$ cat src/design/mtf_pkg.sv
// ----------------------------------------------------------------------------
// mtf_pkg
// Shared types and constants for the move-to-front coder.
// ----------------------------------------------------------------------------
`timescale 1ns / 1ps

package mtf_pkg;

   localparam int DATA_W = 8;

   localparam logic MODE_ENCODE = 1'b0;
   localparam logic MODE_DECODE = 1'b1;

   // Commands from the controller to the datapath.
   typedef struct packed {
      logic start;     // Input transfer: latch the request.
      logic fetch;     // Read the list entry at the decode position.
      logic key_load;  // Take the fetched entry as the symbol to move.
      logic walk;      // Walk the list, shifting entries up by one.
      logic load_out;  // Move the result into the output register.
   } mtf_cmd_type;

   // Status from the datapath to the controller.
   typedef struct packed {
      logic req_mode;  // Mode of the request at the input port.
      logic req_oor;   // Request byte lies outside the alphabet.
      logic match;     // Walk reached the symbol being moved.
      logic out_free;  // Output register can take a result this cycle.
   } mtf_sts_type;

endpackage

$ cat src/design/mtf_ctrl.sv
// ----------------------------------------------------------------------------
// mtf_ctrl
// Sequencer for the move-to-front coder: accepts a request, steps the
// datapath through the list walk and hands the result to the output register.
// ----------------------------------------------------------------------------
`timescale 1ns / 1ps

module mtf_ctrl
   import mtf_pkg::*;
(
   input  logic        clock,
   input  logic        reset,
   input  logic        req_valid,
   output logic        req_ready,
   input  mtf_sts_type sts,
   output mtf_cmd_type cmd
);

   typedef enum logic [4:0] {
      ST_IDLE  = 5'b00001,
      ST_FETCH = 5'b00010,
      ST_KEY   = 5'b00100,
      ST_WALK  = 5'b01000,
      ST_DONE  = 5'b10000
   } state_type;

   state_type state_ff;
   state_type state_in;

   always_comb begin
      state_in = state_ff;
      cmd      = '0;
      req_ready = 1'b0;
      case (state_ff)
         ST_IDLE: begin
            req_ready = 1'b1;
            if (req_valid) begin
               cmd.start = 1'b1;
               if (sts.req_mode == MODE_DECODE) begin
                  state_in = ST_FETCH;
               end else if (sts.req_oor) begin
                  // Symbol not in the list: nothing moves, result is zero.
                  state_in = ST_DONE;
               end else begin
                  state_in = ST_WALK;
               end
            end
         end
         ST_FETCH: begin
            cmd.fetch = 1'b1;
            state_in  = ST_KEY;
         end
         ST_KEY: begin
            cmd.key_load = 1'b1;
            state_in     = ST_WALK;
         end
         ST_WALK: begin
            cmd.walk = 1'b1;
            if (sts.match) begin
               state_in = ST_DONE;
            end
         end
         ST_DONE: begin
            if (sts.out_free) begin
               cmd.load_out = 1'b1;
               state_in     = ST_IDLE;
            end
         end
         default: begin
            state_in = ST_IDLE;
         end
      endcase
   end

   always_ff @(posedge clock) begin
      if (reset) begin
         state_ff <= ST_IDLE;
      end else begin
         state_ff <= state_in;
      end
   end

endmodule

$ cat src/design/mtf_datapath.sv
// ----------------------------------------------------------------------------
// mtf_datapath
// Symbol list memory with per-entry valid bits, the walk that shifts the
// list, and the output register.
// ----------------------------------------------------------------------------
`timescale 1ns / 1ps

module mtf_datapath
   import mtf_pkg::*;
#(
   parameter int ALPHABET_SIZE = 256
)
(
   input  logic              clock,
   input  logic              reset,
   input  mtf_cmd_type       cmd,
   output mtf_sts_type       sts,
   input  logic              req_mode,
   input  logic              req_block_start,
   input  logic [DATA_W-1:0] req_data_byte,
   output logic              rsp_valid,
   input  logic              rsp_ready,
   output logic [DATA_W-1:0] rsp_result_byte
);

   localparam int IDX_W = (ALPHABET_SIZE > 2) ? $clog2(ALPHABET_SIZE) : 1;
   localparam logic [DATA_W:0] LAST = (DATA_W + 1)'(ALPHABET_SIZE - 1);

   logic [DATA_W-1:0] mem [ALPHABET_SIZE];
   logic [ALPHABET_SIZE-1:0] valid_ff;

   logic              mode_ff;
   logic              oor_ff;
   logic [DATA_W-1:0] key_ff;
   logic [IDX_W-1:0]  pos_ff;
   logic [IDX_W-1:0]  rd_k_ff;
   logic              pend_ff;
   logic [DATA_W-1:0] prev_ff;
   logic [IDX_W-1:0]  rd_addr_ff;
   logic              rd_valid_ff;
   logic [DATA_W-1:0] rd_data_ff;
   logic [IDX_W-1:0]  hit_ff;
   logic [DATA_W-1:0] rsp_data_ff;
   logic              rsp_valid_ff;

   logic              req_oor;
   logic [IDX_W-1:0]  rd_addr;
   logic [DATA_W-1:0] value;
   logic              wr_en;
   logic              match;
   logic [DATA_W-1:0] result;

   assign req_oor = {1'b0, req_data_byte} > LAST;
   assign rd_addr = cmd.fetch ? pos_ff : rd_k_ff;

   // An entry not written since the last block start holds its own index.
   assign value = rd_valid_ff ? rd_data_ff : DATA_W'(rd_addr_ff);

   assign wr_en = cmd.walk && pend_ff;
   assign match = wr_en && (value == key_ff);

   assign result = (mode_ff == MODE_DECODE) ? key_ff :
                   (oor_ff ? '0 : DATA_W'(hit_ff));

   assign sts.req_mode = req_mode;
   assign sts.req_oor  = req_oor;
   assign sts.match    = match;
   assign sts.out_free = !rsp_valid_ff || rsp_ready;

   assign rsp_valid       = rsp_valid_ff;
   assign rsp_result_byte = rsp_data_ff;

   // Symbol list storage: one write and one registered read per cycle.
   always_ff @(posedge clock) begin
      if (wr_en) begin
         mem[rd_addr_ff] <= prev_ff;
      end
      rd_data_ff  <= mem[rd_addr];
      rd_valid_ff <= valid_ff[rd_addr];
      rd_addr_ff  <= rd_addr;
   end

   always_ff @(posedge clock) begin
      if (reset) begin
         valid_ff <= '0;
      end else if (cmd.start && req_block_start) begin
         valid_ff <= '0;
      end else if (wr_en) begin
         valid_ff[rd_addr_ff] <= 1'b1;
      end
   end

   // The walk reads entry k while the entry read the cycle before is
   // replaced by its predecessor; it stops where the moved symbol sat.
   always_ff @(posedge clock) begin
      if (cmd.start) begin
         mode_ff <= req_mode;
         oor_ff  <= req_oor;
         key_ff  <= req_data_byte;
         prev_ff <= req_data_byte;
         pos_ff  <= req_oor ? LAST[IDX_W-1:0] : req_data_byte[IDX_W-1:0];
         rd_k_ff <= '0;
      end else if (cmd.key_load) begin
         key_ff  <= value;
         prev_ff <= value;
         rd_k_ff <= '0;
      end else if (cmd.walk) begin
         rd_k_ff <= rd_k_ff + IDX_W'(1);
         if (pend_ff) begin
            prev_ff <= value;
         end
      end
      if (match) begin
         hit_ff <= rd_addr_ff;
      end
      if (cmd.load_out) begin
         rsp_data_ff <= result;
      end
   end

   always_ff @(posedge clock) begin
      if (reset) begin
         pend_ff      <= 1'b0;
         rsp_valid_ff <= 1'b0;
      end else begin
         pend_ff <= cmd.walk && !match;
         if (cmd.load_out) begin
            rsp_valid_ff <= 1'b1;
         end else if (rsp_ready) begin
            rsp_valid_ff <= 1'b0;
         end
      end
   end

endmodule

$ cat src/design/move_to_front_codec_core.sv
// ----------------------------------------------------------------------------
// move_to_front_codec_core
// Byte-wide move-to-front encoder and decoder over a list of ALPHABET_SIZE
// symbols, with a block-start flag that restores identity order.
//
//   Channel   Ports                                      Direction
//   request   req_valid/ready, mode, block_start, data   in
//   response  rsp_valid/ready, result_byte               out
//
// Each request ends with its result entering the output register. An encode
// walks the list until it finds the symbol; a decode first fetches the entry
// at position p and takes it as the symbol to move. The walk goes through the
// list memory one entry per cycle. An encode of a symbol outside the alphabet
// skips the walk. Reset and block start clear the per-entry valid bits.
// A new request is taken while the previous result waits in the output
// register; a stalled output holds the walk's result until the slot frees.
// ----------------------------------------------------------------------------
`timescale 1ns / 1ps

module move_to_front_codec_core
   import mtf_pkg::*;
#(
   parameter int ALPHABET_SIZE = 256
)
(
   input  logic              clock,
   input  logic              reset,
   input  logic              req_valid,
   output logic              req_ready,
   input  logic              req_mode,
   input  logic              req_block_start,
   input  logic [DATA_W-1:0] req_data_byte,
   output logic              rsp_valid,
   input  logic              rsp_ready,
   output logic [DATA_W-1:0] rsp_result_byte
);

   mtf_cmd_type cmd;
   mtf_sts_type sts;

   mtf_ctrl u_ctrl (
      .clock     (clock),
      .reset     (reset),
      .req_valid (req_valid),
      .req_ready (req_ready),
      .sts       (sts),
      .cmd       (cmd)
   );

   mtf_datapath #(
      .ALPHABET_SIZE (ALPHABET_SIZE)
   ) u_datapath (
      .clock           (clock),
      .reset           (reset),
      .cmd             (cmd),
      .sts             (sts),
      .req_mode        (req_mode),
      .req_block_start (req_block_start),
      .req_data_byte   (req_data_byte),
      .rsp_valid       (rsp_valid),
      .rsp_ready       (rsp_ready),
      .rsp_result_byte (rsp_result_byte)
   );

endmodule
$ cat config.mk
export PLATFORM = sky130hd
export DESIGN_NAME = move_to_front_codec_core
export DESIGN_NICKNAME = d
export VERILOG_FILES = /design/src/design/mtf_pkg.sv /design/src/design/mtf_ctrl.sv /design/src/design/mtf_datapath.sv /design/src/design/move_to_front_codec_core.sv
export SDC_FILE = /design/constraint.sdc
export NUM_CORES = 2
export LEC_CHECK = 0
export BUFFER_PORTS_ARGS = -buffer_cell sky130_fd_sc_hd__buf_2
export CAP_MARGIN = 40
export CORE_UTILIZATION = 30
export CTS_BUF_LIST = sky130_fd_sc_hd__clkbuf_8 sky130_fd_sc_hd__clkbuf_16
export DETAILED_ROUTE_END_ITERATION = 8
export PLACE_DENSITY_LB_ADDON = 0.2
export SYNTH_ARGS = -nofsm -noshare
export SYNTH_HDL_FRONTEND = slang
export SYNTH_SLANG_ARGS = --single-unit
$ cat constraint.sdc
create_clock -name clock -period 8.4 [get_ports clock]
set_clock_uncertainty 0.2 [all_clocks]
set_input_delay 0 -clock clock [delete_from_list [all_inputs] [get_ports clock]]
set_output_delay 0 -clock clock [all_outputs]
set_load 0.01 [all_outputs]
# Word-level counts from Yosys, hierarchy flattened
# Memory sizes are Yosys's and may differ from the RTL's. A register that Yosys moved wholly into a read port is not among the register bits.
# Index checks and enable logic that the tools add are counted.
# classes
n_addsub	1
n_mul	0
n_div	0
magnitude_cmp	3
eq_ne	9
shifts	0
n_mux	30
bitwise_logic	1
n_reduce_logical	16
# op_table
cell	n
$or A256 B256 Y256	1
$mux W8	9
$pmux W5 S5	1
$lt A8 B9 Y1 const B	2
$mux W5	3
$mux W1	14
$add A8 B1 Y8 const B	1
$bmux W1 S8	1
$demux W1 S8	1
$eq A8 B8 Y1	1
$ge A8 B1 Y1 const B	1
$reduce_bool A3 Y1	2
$eq A5 B1 Y1 const B	1
$eq A5 B2 Y1 const B	1
$eq A5 B3 Y1 const B	1
$eq A5 B4 Y1 const B	1
$eq A5 B5 Y1 const B	1
$logic_and A1 B1 Y1	5
$mux W4	1
$ne A2 B2 Y1 const B	2
$reduce_bool A2 Y1	2
$reduce_or A2 Y1	2
$reduce_and A3 Y1	1
$logic_not A1 Y1	2
other kinds (3)	3
# word_totals
ff_bits	321
latchBits	0
ramBits	2048
romBits	0
inputBits	14
output_inout_bits	10
elab_cells	74
memories	1
# memory_table
memory	words	word_bits	rd	rd_ports_with_merged_regs	wr	line	text
u_datapath.mem	256	8	1	1	1	mtf_datapath.sv:29	logic [DATA_W-1:0] mem [ALPHABET_SIZE];

# Longest topological paths before layout
# logic_depth
ltp_word	6
depth_mapped	17
ltp_nobuf	10

# By module
# Synthesis repeated with hierarchy kept, for this count alone.
# hier_totals
cells_unflattened	6186
area_unflattened_um2	92835.3
# by_module_without_submodules
mod	n_inst	cells_per_inst	area_per_inst_um2	seq_area_each_um2
mtf_datapath	1	6152	92526.2	68395.6
mtf_ctrl	1	34	309.0	100.1

# Worst setup path after synthesis
# No wires, ideal clock.
# synth_timing
kind	register to register
startpoint	reg u_datapath.prev_ff[0]
endpoint	mem u_datapath.mem[0][0] (data pin)
setup_time_ns	0.817
arrival_time_ns	3.228
required_time_ns	7.383
slack_ns	4.154
path_stages_with_launch	1
path_buffers	0
period_less_slack_ns	4.246
path_cell_list	edfxtp_1
# synth_lines
element	line	text
from (decl)	mtf_datapath.sv:38	logic [DATA_W-1:0] prev_ff;
from (signal assigned)	mtf_datapath.sv:100	prev_ff <= req_data_byte;
from (signal assigned)	mtf_datapath.sv:105	prev_ff <= value;
from (signal assigned)	mtf_datapath.sv:110	prev_ff <= value;
to (decl)	mtf_datapath.sv:29	
# No word-level cell before the write port.

# Final worst setup path
# layout_timing
startpoint	reg u_ctrl.state_ff[1]
endpoint	reg u_datapath.rd_data_ff[4] (read register of u_datapath.mem)
# layout_between
elab_chain_cells	3
# layout_lines
element	line	text
from (decl)	mtf_ctrl.sv:27	state_type state_ff;
from (signal assigned)	mtf_ctrl.sv:79	state_ff <= state_in;
$eq A5 B2 Y1	mtf_ctrl.sv:34	case (state_ff)
$mux W1	mtf_ctrl.sv:34	
$mux W8	mtf_datapath.sv:54	assign rd_addr = cmd.fetch ? pos_ff : rd_k_ff;
to (decl)	mtf_datapath.sv:41	logic [DATA_W-1:0] rd_data_ff;
# Every way passes these cells.
# A chain may end at the register's enable or synchronous reset.

==> metrics.cfg <==
[run_status]
status=completed

[min_path]
hold_depth=3
hold_path_class=in -> reg
hp-start=req_data_byte[3]
min_to=u_datapath.pos_ff[3]

[synth]
yosysSeqAreaShare_pct=72.7
synthTopCellsByCount=edfxtp_1, nand2_1, mux2i_1, nor2_1, nand3_1
synthArstFlopShare_pct=0
ys.flop_type=edfxtp_1
ys_warn_count=0
syn_nets=6937
post-synth-top-count-cell=edfxtp_1
netlist_area_mm2=0.0942
ys_types=87
syn_area_per_cell_um2=13.6
netlist.area_leader.share_pct=66.6
synth.largest_area_cell=edfxtp_1
synthCells=6922
yosys-top-cells-area=edfxtp_1, dfxtp_1, nand2_1, mux2i_1, o21a_1
synth_seq_cells=2377
synth_edf_count=2089

[critical_path]
path_max_fanout=57
cpPeakStageDelay_ns=0.90
crit_path_top_delay_cell=dfxtp_1
cp-end-kind=register
crit_arrival_ns=6.66
cp.required_ns=8.88
timing.rr.end=u_datapath.rd_data_ff[4]
rr_worst_depth=11
cp_common_cell=buf_4
r2r-start=u_ctrl.state_ff[1]
crit_path_start_kind=register
regToRegSetupSlack_ns=2.23
path_cells=inv_1, nor2_8, mux2i_4, buf_12, buf_4, nor2_1, buf_4, a32oi_1, o221ai_1, o41ai_1, o2111ai_1
criticalPathCategory=reg -> reg

[pwr]
p_total_w=0.0264
vdd_drop_max_mv=0.190
p_sw_w=0.00616
power.share.sequential_pct=49.9
swShare_pct=23.3
clkPwrFrac_pct=43.8
p_comb_share_pct=6.3
p_int_w=0.0202
power.leakage_nw=38.5
p_per_area_mw_per_mm2=237

[placement]
portBuffers=23
place_inst=11100
post-dp-hpwl_mm=221
place.gp.congestion=0.865

[sta]
hold_violations=0
setup_violations=0
fmax_ghz=0.162
fin_crit_ns=6.17
worst_pin_slew_ns=1.27
tns_ns=0
slew_violations=0
fin_hold_ws_ns=0.248
grt_setup_unrepaired=false
maxSlewHeadroom_pct=15.4
period_share_pct=73.5

[global_routing]
grtUsageTotal_pct=22.2
overflow=0
antenna_found_initial=35
grt_max_degree=191
first_global_vias=60500
grt_pass1_wl_mm=497

[drt]
first_iter_violations=8166
routed_wl_mm=361
drc=0
via_count=63600
avgRoutedWirePerCell_um=31.1
antenna_left=0
routed_via_density=5.49
firstDrtPassIters=7

[cts]
clockBufferDepth=4
cts.sinks=2377
clk_pin_slew_ns=0.06
cts_max_level=5
numCtsBuffers=266
clock_latency_ns=0.86
root_buffer=clkbuf_16
post_cts_buffers=0
cts_tree=done

[floorplanning]
die_height_um=562
die_area_mm2=0.316
placementRows=205
coreArea_mm2=0.312
die_w_um=562
initial_core_util_pct=30.2
ios=24

[final_layout]
layout.nets=7256
fillCellCount=29900
final_cells=11600
syn2layout_area_growth_pct=17.9
drive_gt1_share_pct=13.2

[job]
max-cap-violations=0

cells in the final DEF, fill, tap and decap left out, drive strengths merged, types with 12 or more instances in the layout:
cell,count
a221oi,26
nand2,1335
nand3,307
o2111ai,21
a2111oi,17
a32oi,61
buf,490
nand4,32
clkinv,76
o21a,261
a21oi,298
mux2i,360
o211ai,19
a311oi,51
o22ai,81
nor3,31
o221ai,29
edfxtp,2089
a32o,13
inv,84
o31ai,12
a31oi,143
or4,16
nor2,326
a22oi,32
a211oi,112
dfxtp,288
dlygate4sd3,28
and3,113
mux2,30
nand2b,16
clkbuf,306
o41ai,13
bufinv,18
nor4,52
o21ai,82
logic make-up after synthesis:
family	Yosys count	share of synthesized area, %
AOI/OAI and AO/OA	1381	10.3
muxes	390	4.20
and+or+nand+nor	2271	10.3
buffers and inverters	487	2.37
DFF	2377	72.7
adders and majority gates	1	0.0133
xor gates and xnor gates	15	0.139
power groups by stage:
stage	Combinational, W	Clock (W)	Sequential, W
global placement	0.00156	0	0.0134
CTS	0.00165	0.0117	0.0132
floorplan	0.000696	0	0.0136
global route	0.00173	0.0122	0.0132
detailed placement	0.00163	0	0.0134
finish	0.00165	0.0116	0.0132
critical path, delay by kind of cell, from the launching register on:
kind,cells,cell delay [ns]
AOI/OAI and AO/OA,4,1.36
DFF,1,0.90
muxes,1,0.45
buffers and inverters,4,1.88
and+or+nand+nor,2,1.08
per-layer routing:
metal / up-vias / global-route usage [%] / wire length (um)
li1: 27000 / - / -
met3: 649 / 3.90 / 28100
met2: 3048 / 35.0 / 165000
met5: - / 0 / 72
met1: 33000 / 30.1 / 151000
met4: 10 / 9.33 / 16300
what timing repair did:
item	in CTS	in global routing
resized for setup	0	0
endpoints found under the hold margin	270	0
hold buffers	28	0
through the flow:
step | util, % | setup WS (ns) | instance area (um^2)
floorplan | - | 4.15 | 94200
global placement | 31.9 | 2.19 | 99500
detailed placement | 32.7 | 2.35 | 102000
CTS | 35.6 | 2.33 | 111000
global route | 35.6 | 2.20 | 111000
finish | 35.6 | 2.23 | 111000
cell type report:
class | instances | area [um^2] | area share, %
diodes | 11 | 27.5 | 0.0248
clock buffers | 304 | 7240 | 6.51
clock inverters | 169 | 1350 | 1.21
inverters | 16 | 82.6 | 0.0743
multi-input cells | 4058 | 23900 | 21.5
flip-flops and latches | 2377 | 68500 | 61.7
well taps | 4140 | 5180 | 4.66
repair buffers | 522 | 4870 | 4.39
how the worst max path moves through the flow:
stage / from / to / slack (ns) / depth (start not counted)
finish: u_ctrl.state_ff[1] / u_datapath.rd_data_ff[4] / 2.23 / 11
global route: u_ctrl.state_ff[1] / u_datapath.rd_data_ff[1] / 2.20 / 11
CTS: u_ctrl.state_ff[1] / u_datapath.rd_data_ff[1] / 2.33 / 11
detailed placement: u_ctrl.state_ff[1] / u_datapath.rd_data_ff[1] / 2.35 / 11
floorplan: u_datapath.prev_ff[0] / u_datapath.mem[0][0] / 4.15 / 0
global placement: u_ctrl.state_ff[4] / u_datapath.rd_data_ff[5] / 2.19 / 13
state kept, by name (all words and copies together), names as in the netlist, 5 cells and up:
register,cells
u_datapath.rsp_result_byte,8
u_datapath.key_ff,8
u_datapath.pos_ff,8
u_ctrl.state_ff,5
u_datapath.rd_addr_ff,8
u_datapath.valid_ff,256
u_datapath.mem,2048
u_datapath.hit_ff,8
u_datapath.rd_k_ff,8
u_datapath.prev_ff,8
u_datapath.rd_data_ff,8
Power figures use the tool's default switching activity.
